==> src/dhtp_divider.sv <==
// Iterative restoring remainder unit: one quotient bit per cycle.
// Computes floored (key mod n) for signed keys; depends on nothing.
module dhtp_divider #(
    parameter int NW = 17
) (
    input  logic                 i_clk,
    input  logic                 i_rst_n,
    input  logic                 i_start,
    input  logic signed [31:0]   i_key,
    input  logic [NW-1:0]        i_n,
    output logic                 o_done,
    output logic [NW-1:0]        o_rem
);
    logic [31:0]   r_mag, n_mag;
    logic [NW:0]   r_rem, n_rem;
    logic [5:0]    r_cnt, n_cnt;
    logic          r_busy, n_busy, r_neg, n_neg, r_fix, n_fix;
    logic [NW:0]   w_sh;

    always_comb begin
        n_mag  = r_mag;
        n_rem  = r_rem;
        n_cnt  = r_cnt;
        n_busy = r_busy;
        n_neg  = r_neg;
        n_fix  = 1'b0;
        w_sh   = {r_rem[NW-1:0], r_mag[31]};
        if (i_start) begin
            n_mag  = i_key[31] ? 32'(-i_key) : i_key;
            n_neg  = i_key[31];
            n_rem  = '0;
            n_cnt  = 6'd32;
            n_busy = 1'b1;
        end else if (r_busy) begin
            n_mag = {r_mag[30:0], 1'b0};
            n_rem = (w_sh >= {1'b0, i_n}) ? w_sh - {1'b0, i_n} : w_sh;
            n_cnt = r_cnt - 6'd1;
            if (r_cnt == 6'd1) begin
                n_busy = 1'b0;
                n_fix  = 1'b1;
            end
        end else if (r_fix && r_neg && r_rem != '0) begin
            n_rem = {1'b0, i_n} - r_rem;
        end
    end

    always_ff @(posedge i_clk) begin
        if (!i_rst_n) begin
            r_busy <= 1'b0;
            r_fix  <= 1'b0;
            r_cnt  <= '0;
        end else begin
            r_busy <= n_busy;
            r_fix  <= n_fix;
            r_cnt  <= n_cnt;
        end
        r_mag <= n_mag;
        r_rem <= n_rem;
        r_neg <= n_neg;
    end

    assign o_done = r_fix;
    assign o_rem  = (r_neg && r_rem != '0) ? NW'({1'b0, i_n} - r_rem) : r_rem[NW-1:0];

    a_busy_fix: assert property (@(posedge i_clk) disable iff (!i_rst_n)
        !(r_busy && r_fix)) else $error("divider busy while done");
    a_rem_lt_n: assert property (@(posedge i_clk) disable iff (!i_rst_n)
        o_done |-> o_rem < i_n) else $error("remainder not below n");
    a_done_pulse: assert property (@(posedge i_clk) disable iff (!i_rst_n)
        o_done |=> !o_done) else $error("done held");
endmodule

==> config.mk <==
export PLATFORM = sky130hd
export DESIGN_NAME = dhtp_divider
export DESIGN_NICKNAME = d
export VERILOG_FILES = /design/src/dhtp_divider.sv
export SDC_FILE = /design/constraint.sdc
export NUM_CORES = 1
export LEC_CHECK = 0
export BUFFER_PORTS_ARGS = -buffer_cell sky130_fd_sc_hd__clkbuf_2
export CORE_ASPECT_RATIO = 1.75
export CORE_UTILIZATION = 25
export DETAILED_ROUTE_END_ITERATION = 12
export GPL_ROUTABILITY_DRIVEN = 0
export PLACE_DENSITY_LB_ADDON = 0.25
export REMOVE_ABC_BUFFERS = 1
export SYNTH_ARGS = -nofsm -noshare
export SYNTH_HDL_FRONTEND = slang
export SYNTH_SLANG_ARGS = --single-unit
==> constraint.sdc <==
create_clock -name i_clk -period 3.5 [get_ports i_clk]
set_input_delay 0.525 -clock i_clk [delete_from_list [all_inputs] [get_ports i_clk]]
set_output_delay 0.525 -clock i_clk [all_outputs]
set_load 0.03 [all_outputs]
==> flow_summary.yaml, run 1 <==
outcome:
  status: "finished with violations"
  violations: "design-rule violations, negative setup slack"
drt:
  dr.pass1.iters: 8
  via_count: 5065
  viasPerCell: 5.07
  dr.first_iter.drc_count: 186
  highest_layer: "met4"
  wirelength_met1_mm: 5.79
  drcViolationCount: 6
  wl_met2_mm: 9.55
  wl_per_cell_um: 16.7
  ant_nets: 0
  wl_met3_um: 582
  routed_wl_mm: 16.7
sta:
  finClkSkew_ns: 0.00928
  fin_ws_ns: -0.259
  slew_violations: 0
  fmax_mhz: 266
  hold_ws_ns: 0.443
  setup_viol: 2
  layout_min_cycle_time_ns: 3.76
  tightest_slew_ns: 0.835
  rsz0062_at_grt: "yes"
  max_slew_margin_pct: 44.3
  finalCritPeriodShare_pct: 107
  hold_viol_final: 0
floorplan:
  die_y_um: 193
  ios: 70
  initial_core_util_pct: 25.5
  rows: 69
  fp.dieW_um: 111
  core_um2: 20400
  die_area_um2: 21400
pwr:
  swShare_pct: 36.5
  pwr-share-comb_pct: 40.5
  intPower_w: 0.00186
  pwr-share-clk_pct: 30.5
  peakVddDrop_mv: 0.202
  p_switching_w: 0.00107
  power.total_w: 0.00293
  p_leak_nw: 2.73
  power_frac_seq_pct: 29.0
  power_density_nw_per_um2: 442
worst_setup_path:
  cp.required_ns: 2.97
  worst_setup_path_start_kind: "flip-flop"
  r2r_cells: 12
  cp-startpoint: "r_rem[0]"
  crit_path_end_kind: "output port"
  worst-path-max-fanout: 2
  cp.arrival_ns: 3.23
  r2r-end: "r_rem[11]"
  endpoint: "o_rem[14]"
  crit_type: "reg -> out"
  rrSetupSlack_ns: 0.46
  r2r-start: "r_mag[31]"
final_layout:
  antenna_cells: 0
  layout_commonest_cell: "nor2_1"
  synthToLayoutAreaGrowth_pct: 27.5
  fin_nets: 837
  drive_gt1_share_pct: 23.3
  fin_area_um2: 6630
  layout_common_cells: "73 x nor2_1, 65 x a21oi_1, 62 x clkbuf_2"
  fill_cells: 2222
  final_util_pct: 32.5
placement:
  dp_hpwl_mm: 12.8
  place_area_um2: 6130
  io_buffers: 69
synthesis:
  syn_area_per_cell_um2: 8.07
  netlist_instances: 644
  synth_compound_area_share_pct: 24.9
  synth_top_family_by_area: "compound AO/OA/AOI/OAI gates"
  synth_top_area_cell: "edfxtp_1"
  ys_types: 59
  synth_top_area_share_pct: 19.1
  synth_top_flop_cell: "edfxtp_1"
  synth-seq-cells: 59
  seq_area_frac_synth_pct: 29.1
  mappedNetlistArea_um2: 5190
  synthAdderAreaFrac_pct: 9.68
  synth.area.top_cells: "edfxtp_1 19%, dfxtp_1 10%, ha_1 8.9%, xor2_1 6.9%, a21oi_1 6.3%"
  synth_xor_area_share_pct: 9.44
  synth-edff-count: 33
  synth_mux_area_share_pct: 3.35
  yosys_warnings: 0
  async_flop_share_pct: 0
  synthSimpleGateAreaFrac_pct: 18.1
hold_path:
  min_path_type: "in -> reg"
global_routing:
  grt_max_degree: 80
  antenna_found_initial: 0
  grt.total_usage_pct: 16.1
  first_global_vias: 5103
  grt_pass1_wl_mm: 26.3
  overflow: 0
clocking:
  cts-root-buf: "clkbuf_16"
  clock-sinks: 59
  clkTransAtPathRegs_ns: 0.06
  clock_latency_ns: 0.34
  cts_made_buffers: 9
  clockBufferDepth: 2
  cts_tree: "yes"
  hold_buffers: 0
  h-tree-depth: 3
run:
  maxCapViolCount: 0
[logic make-up after synthesis]
logic type / Yosys count
AOI/OAI and AO/OA: 197
xor gates and xnor gates: 56
adders and majority gates: 39
buffers and inverters: 75
DFF: 59
muxes: 16
and+or+nand+nor: 202
[power by group through the flow]
stage	combinational, W	sequential, W	clock, W
floorplan	0.000693	0.000861	0
global placement	0.00110	0.000860	0
detailed placement	0.00110	0.000860	0
CTS	0.00116	0.000848	0.000914
global route	0.00131	0.000855	0.000943
finish	0.00119	0.000848	0.000894
[layer usage]
layer / track usage, % / up-vias
li1: - / 2543
met1: 14.7 / 2381
met2: 33.0 / 107
met3: 3.36 / 34
met4: 8.48 / 0
met5: 0 / -
[worst max-delay path: stages (launching register included)]
cell and delay (ns):
dfxtp_2 0.35, ha_4 0.14, inv_2 0.04, fa_2 0.34, a211oi_2 0.22, nor2_2 0.07
o41a_1 0.34, a41o_1 0.27, o41a_1 0.35, a31oi_1 0.20, xnor2_1 0.12, mux2_4 0.30
buf_8 0.14
[worst min path at each step]
stage	from	to	cells past startpoint
2_1_floorplan	r_cnt[0]	r_cnt[0]	2
3_3_place_gp	r_cnt[0]	r_cnt[0]	2
3_5_place_dp	r_cnt[0]	r_cnt[0]	2
4_1_cts	i_rst_n	r_busy	2
5_1_grt	i_rst_n	r_busy	2
6_report	i_rst_n	r_busy	2
[cell type report]
class	count	area, µm²	area share (%)
Multi-Input combinational cell	510	3550	53.6
Sequential cell	59	1510	22.8
Timing Repair Buffer	117	778	11.7
Tap cell	248	310	4.68
Clock buffer	12	268	4.04
Inverter	49	184	2.78
Clock inverter	4	21.3	0.321
[cells in the mapped netlist, types with 5 or more instances]
cell type,count
xor2_1,41
nor2_1,77
edfxtp_1,33
mux2_2,11
a211oi_1,19
nor3_1,14
o31ai_1,15
dfxtp_1,26
a21o_1,6
mux2i_1,5
o21a_1,6
nor2b_1,7
nand2_1,53
nand3_1,12
a31oi_1,7
clkbuf_1,25
xnor2_1,15
o211ai_1,9
o21ai_0,34
nand2b_1,6
ha_1,37
a21oi_1,65
inv_1,49
or3_1,8
[sequential cells by signal, summed over array words and instances, names as in the netlist]
register and count:
o_done 1, r_busy 1, r_cnt 6, r_mag 32, r_neg 1, r_rem 18
[per-stage QoR]
| step | setup slack, ns | cells | setup TNS (ns) |
|---|---|---|---|
| 5_1_grt | -0.369 | 999 | -0.737 |
| 6_report | -0.259 | 999 | -0.476 |
| 4_1_cts | -0.286 | 1001 | -0.726 |
| 3_3_place_gp | -0.500 | 979 | -1.25 |
| 2_1_floorplan | -0.884 | 618 | -13.61 |
| 3_5_place_dp | -0.496 | 979 | -1.27 |
[what timing repair did]
action,CTS,global route
endpoints found under the setup margin,6,8
resized for setup,22,28
setup buffers,6,3
pin swaps,2,6
No activity file was read; power rests on OpenSTA's default activity.
==> inputs of run 2 (changes only) <==
--- a/config.mk
+++ b/config.mk
@@ -13,4 +13,5 @@
 export PLACE_DENSITY_LB_ADDON = 0.25
 export REMOVE_ABC_BUFFERS = 1
+export SLEW_MARGIN = 20
 export SYNTH_ARGS = -nofsm -noshare
 export SYNTH_HDL_FRONTEND = slang
==> constraint.sdc (replaced) <==
create_clock -name i_clk -period 3.5 [get_ports i_clk]
set_input_delay 0.175 -clock i_clk [delete_from_list [all_inputs] [get_ports i_clk]]
set_output_delay 0.175 -clock i_clk [all_outputs]
set_load 0.03 [all_outputs]
==> run 2 against run 1 <==
The run ends with design-rule violations left. Sequential share of layout area is 1.2 points higher. Non-clock buffer count is 31 lower. Via count shrank 3.1%. Sequential power rose by 1%. Die area stayed put. Total power increased by 1.8%. Largest cell class unchanged. Largest power group is now the clock network. Highest routed layer unchanged.
==> flow_summary.yaml, run 2 (synthesis gave the netlist of run 1 again) <==
outcome:
  status: "finished with violations"
  violations: "design-rule violations"
worst_setup_path:
  crit_type: "reg -> out"
  cp_slowest_stage_delay_ns: 0.37
  worst_setup_path_start_kind: "flip-flop"
  crit_path_end_kind: "output port"
  path_cells: "ha_4, inv_2, fa_2, a211oi_2, nor2_2, o41a_1, a41o_1, o41a_1, a31oi_1, xnor2_1, mux2_4, buf_6"
  worst-path-max-fanout: 3
  crit_slowest_cell: "fa_2"
  cp_common_cell: "o41a_1"
  cp.arrival_ns: 3.30
  cp.required_ns: 3.32
sta:
  tightest_slew_ns: 0.845
  finClkSkew_ns: 0.00891
  fmax_mhz: 287
  finalCritPeriodShare_pct: 99.4
  max_slew_margin_pct: 43.7
  rsz0062_at_grt: "yes"
  setup_viol: 0
  setup-tns-final_ns: 0
  fin_ws_ns: 0.0212
  hold_viol_final: 0
  layout_min_cycle_time_ns: 3.48
  slew_violations: 0
global_routing:
  first_global_vias: 5144
  grt_busiest_layer: "met2"
  antenna_found_initial: 0
  grt.total_usage_pct: 16.4
  grt_max_degree: 80
  overflow: 0
  met2_usage_pct: 33.6
  grt_pass1_wl_mm: 26.7
  met1_usage_pct: 14.6
  grtUsageMet3_pct: 2.61
final_layout:
  layout_commonest_cell: "nor2_1"
  fin_nets: 806
  largest_reg_flops: 32
  reg.largest.list: "r_mag: 32 flops, r_rem: 18 flops, r_cnt: 6 flops"
  drive_gt1_share_pct: 18.9
  fill_cells: 2247
  synthToLayoutAreaGrowth_pct: 21.6
  largest-register: "r_mag"
  antenna_cells: 0
  layout_common_cells: "75 x nor2_1, 67 x clkbuf_2, 65 x a21oi_1"
pwr:
  swShare_pct: 35.4
  peakVddDrop_mv: 0.241
  pwr-share-comb_pct: 35.2
  p_leak_nw: 2.55
  p_switching_w: 0.00105
  intPower_w: 0.00193
  pwr-share-clk_pct: 36.0
  power_frac_seq_pct: 28.8
  power.total_w: 0.00298
  power_density_nw_per_um2: 472
floorplan:
  fp.dieW_um: 111
  ios: 70
  rows: 69
  die_area_um2: 21400
  core_um2: 20400
  initial_core_util_pct: 25.5
  die_y_um: 193
placement:
  io_buffers: 69
  dpl_worst_slack_ns: 0.127
  dp_hpwl_mm: 12.9
drt:
  drcViolationCount: 6
  ant_nets: 0
  viasPerCell: 5.07
  via_count: 4908
  routed_wl_mm: 16.8
  dr.first_iter.drc_count: 189
  wl_per_cell_um: 17.4
  dr.pass1.iters: 8
clocking:
  cts-root-buf: "clkbuf_16"
  h-tree-depth: 3
  clock-sinks: 59
  clockBufferDepth: 2
  hold_buffers: 0
  cts_tree: "yes"
  clkTransAtPathRegs_ns: 0.07
  clock_latency_ns: 0.35
  cts_made_buffers: 9
hold_path:
  min_path_type: "in -> reg"
run:
  maxCapViolCount: 0
==> run 2: what timing repair did <==
action	4_1_cts	5_1_grt
gates resized for setup	4	17
pin swaps	1	0
setup endpoints to repair	3	3
setup buffers	0	3
==> run 2: cell type report <==
class                           instances  area [µm²]  area share, %
Timing Repair Buffer                   86         498           7.88
Multi-Input combinational cell        510        3460           54.7
Inverter                               49         184           2.91
Clock buffer                            9         225           3.57
Tap cell                              248         310           4.91
Sequential cell                        59        1520           24.0
Clock inverter                          7         124           1.96
==> run 2: worst max-delay path, delay by kind of cell, from the launching register on <==
kind                       cells  cell delay (ns)
xor gates and xnor gates       1             0.12
DFF                            1             0.35
adders and majority gates      2             0.51
and+or+nand+nor                1             0.08
muxes                          1             0.30
AOI/OAI and AO/OA              5             1.43
buffers and inverters          2             0.17
==> run 2: power by group through the flow <==
stage	logic, W	clock network, W	registers (W)
final	0.00105	0.00107	0.000859
after global routing	0.00116	0.00113	0.000867
after CTS	0.00104	0.00110	0.000858
after detailed placement	0.00104	0	0.000872
after global placement	0.00103	0	0.000871
after floorplan	0.000693	0	0.000861
==> run 2: per-stage QoR <==
| stage | util, % | hold WS, ns | instances | area [µm²] |
|---|---|---|---|---|
| after floorplan | - | 0.244 | 618 | 5100 |
| after global placement | 28.9 | 0.455 | 949 | 5890 |
| after detailed placement | 28.9 | 0.465 | 949 | 5890 |
| after CTS | 30.7 | 0.106 | 965 | 6250 |
| after global routing | 31.0 | 0.127 | 968 | 6320 |
| final | 31.0 | 0.106 | 968 | 6320 |
==> run 2: routing by layer <==
layer / vias up / wire [µm]
met3: 38 / 493
met2: 92 / 9630
li1: 2481 / -
met4: 0 / 811
met1: 2297 / 5890
met5: - / 0
==> run 2: final timing paths <==
kind	from	to	slack, ns	cells past startpoint
max reg2reg	r_mag[31]	r_rem[11]	0.48	12
min	i_rst_n	r_busy	0.11	2
min reg2reg	r_cnt[0]	r_cnt[0]	0.48	2
max	r_rem[0]	o_rem[14]	0.02	12
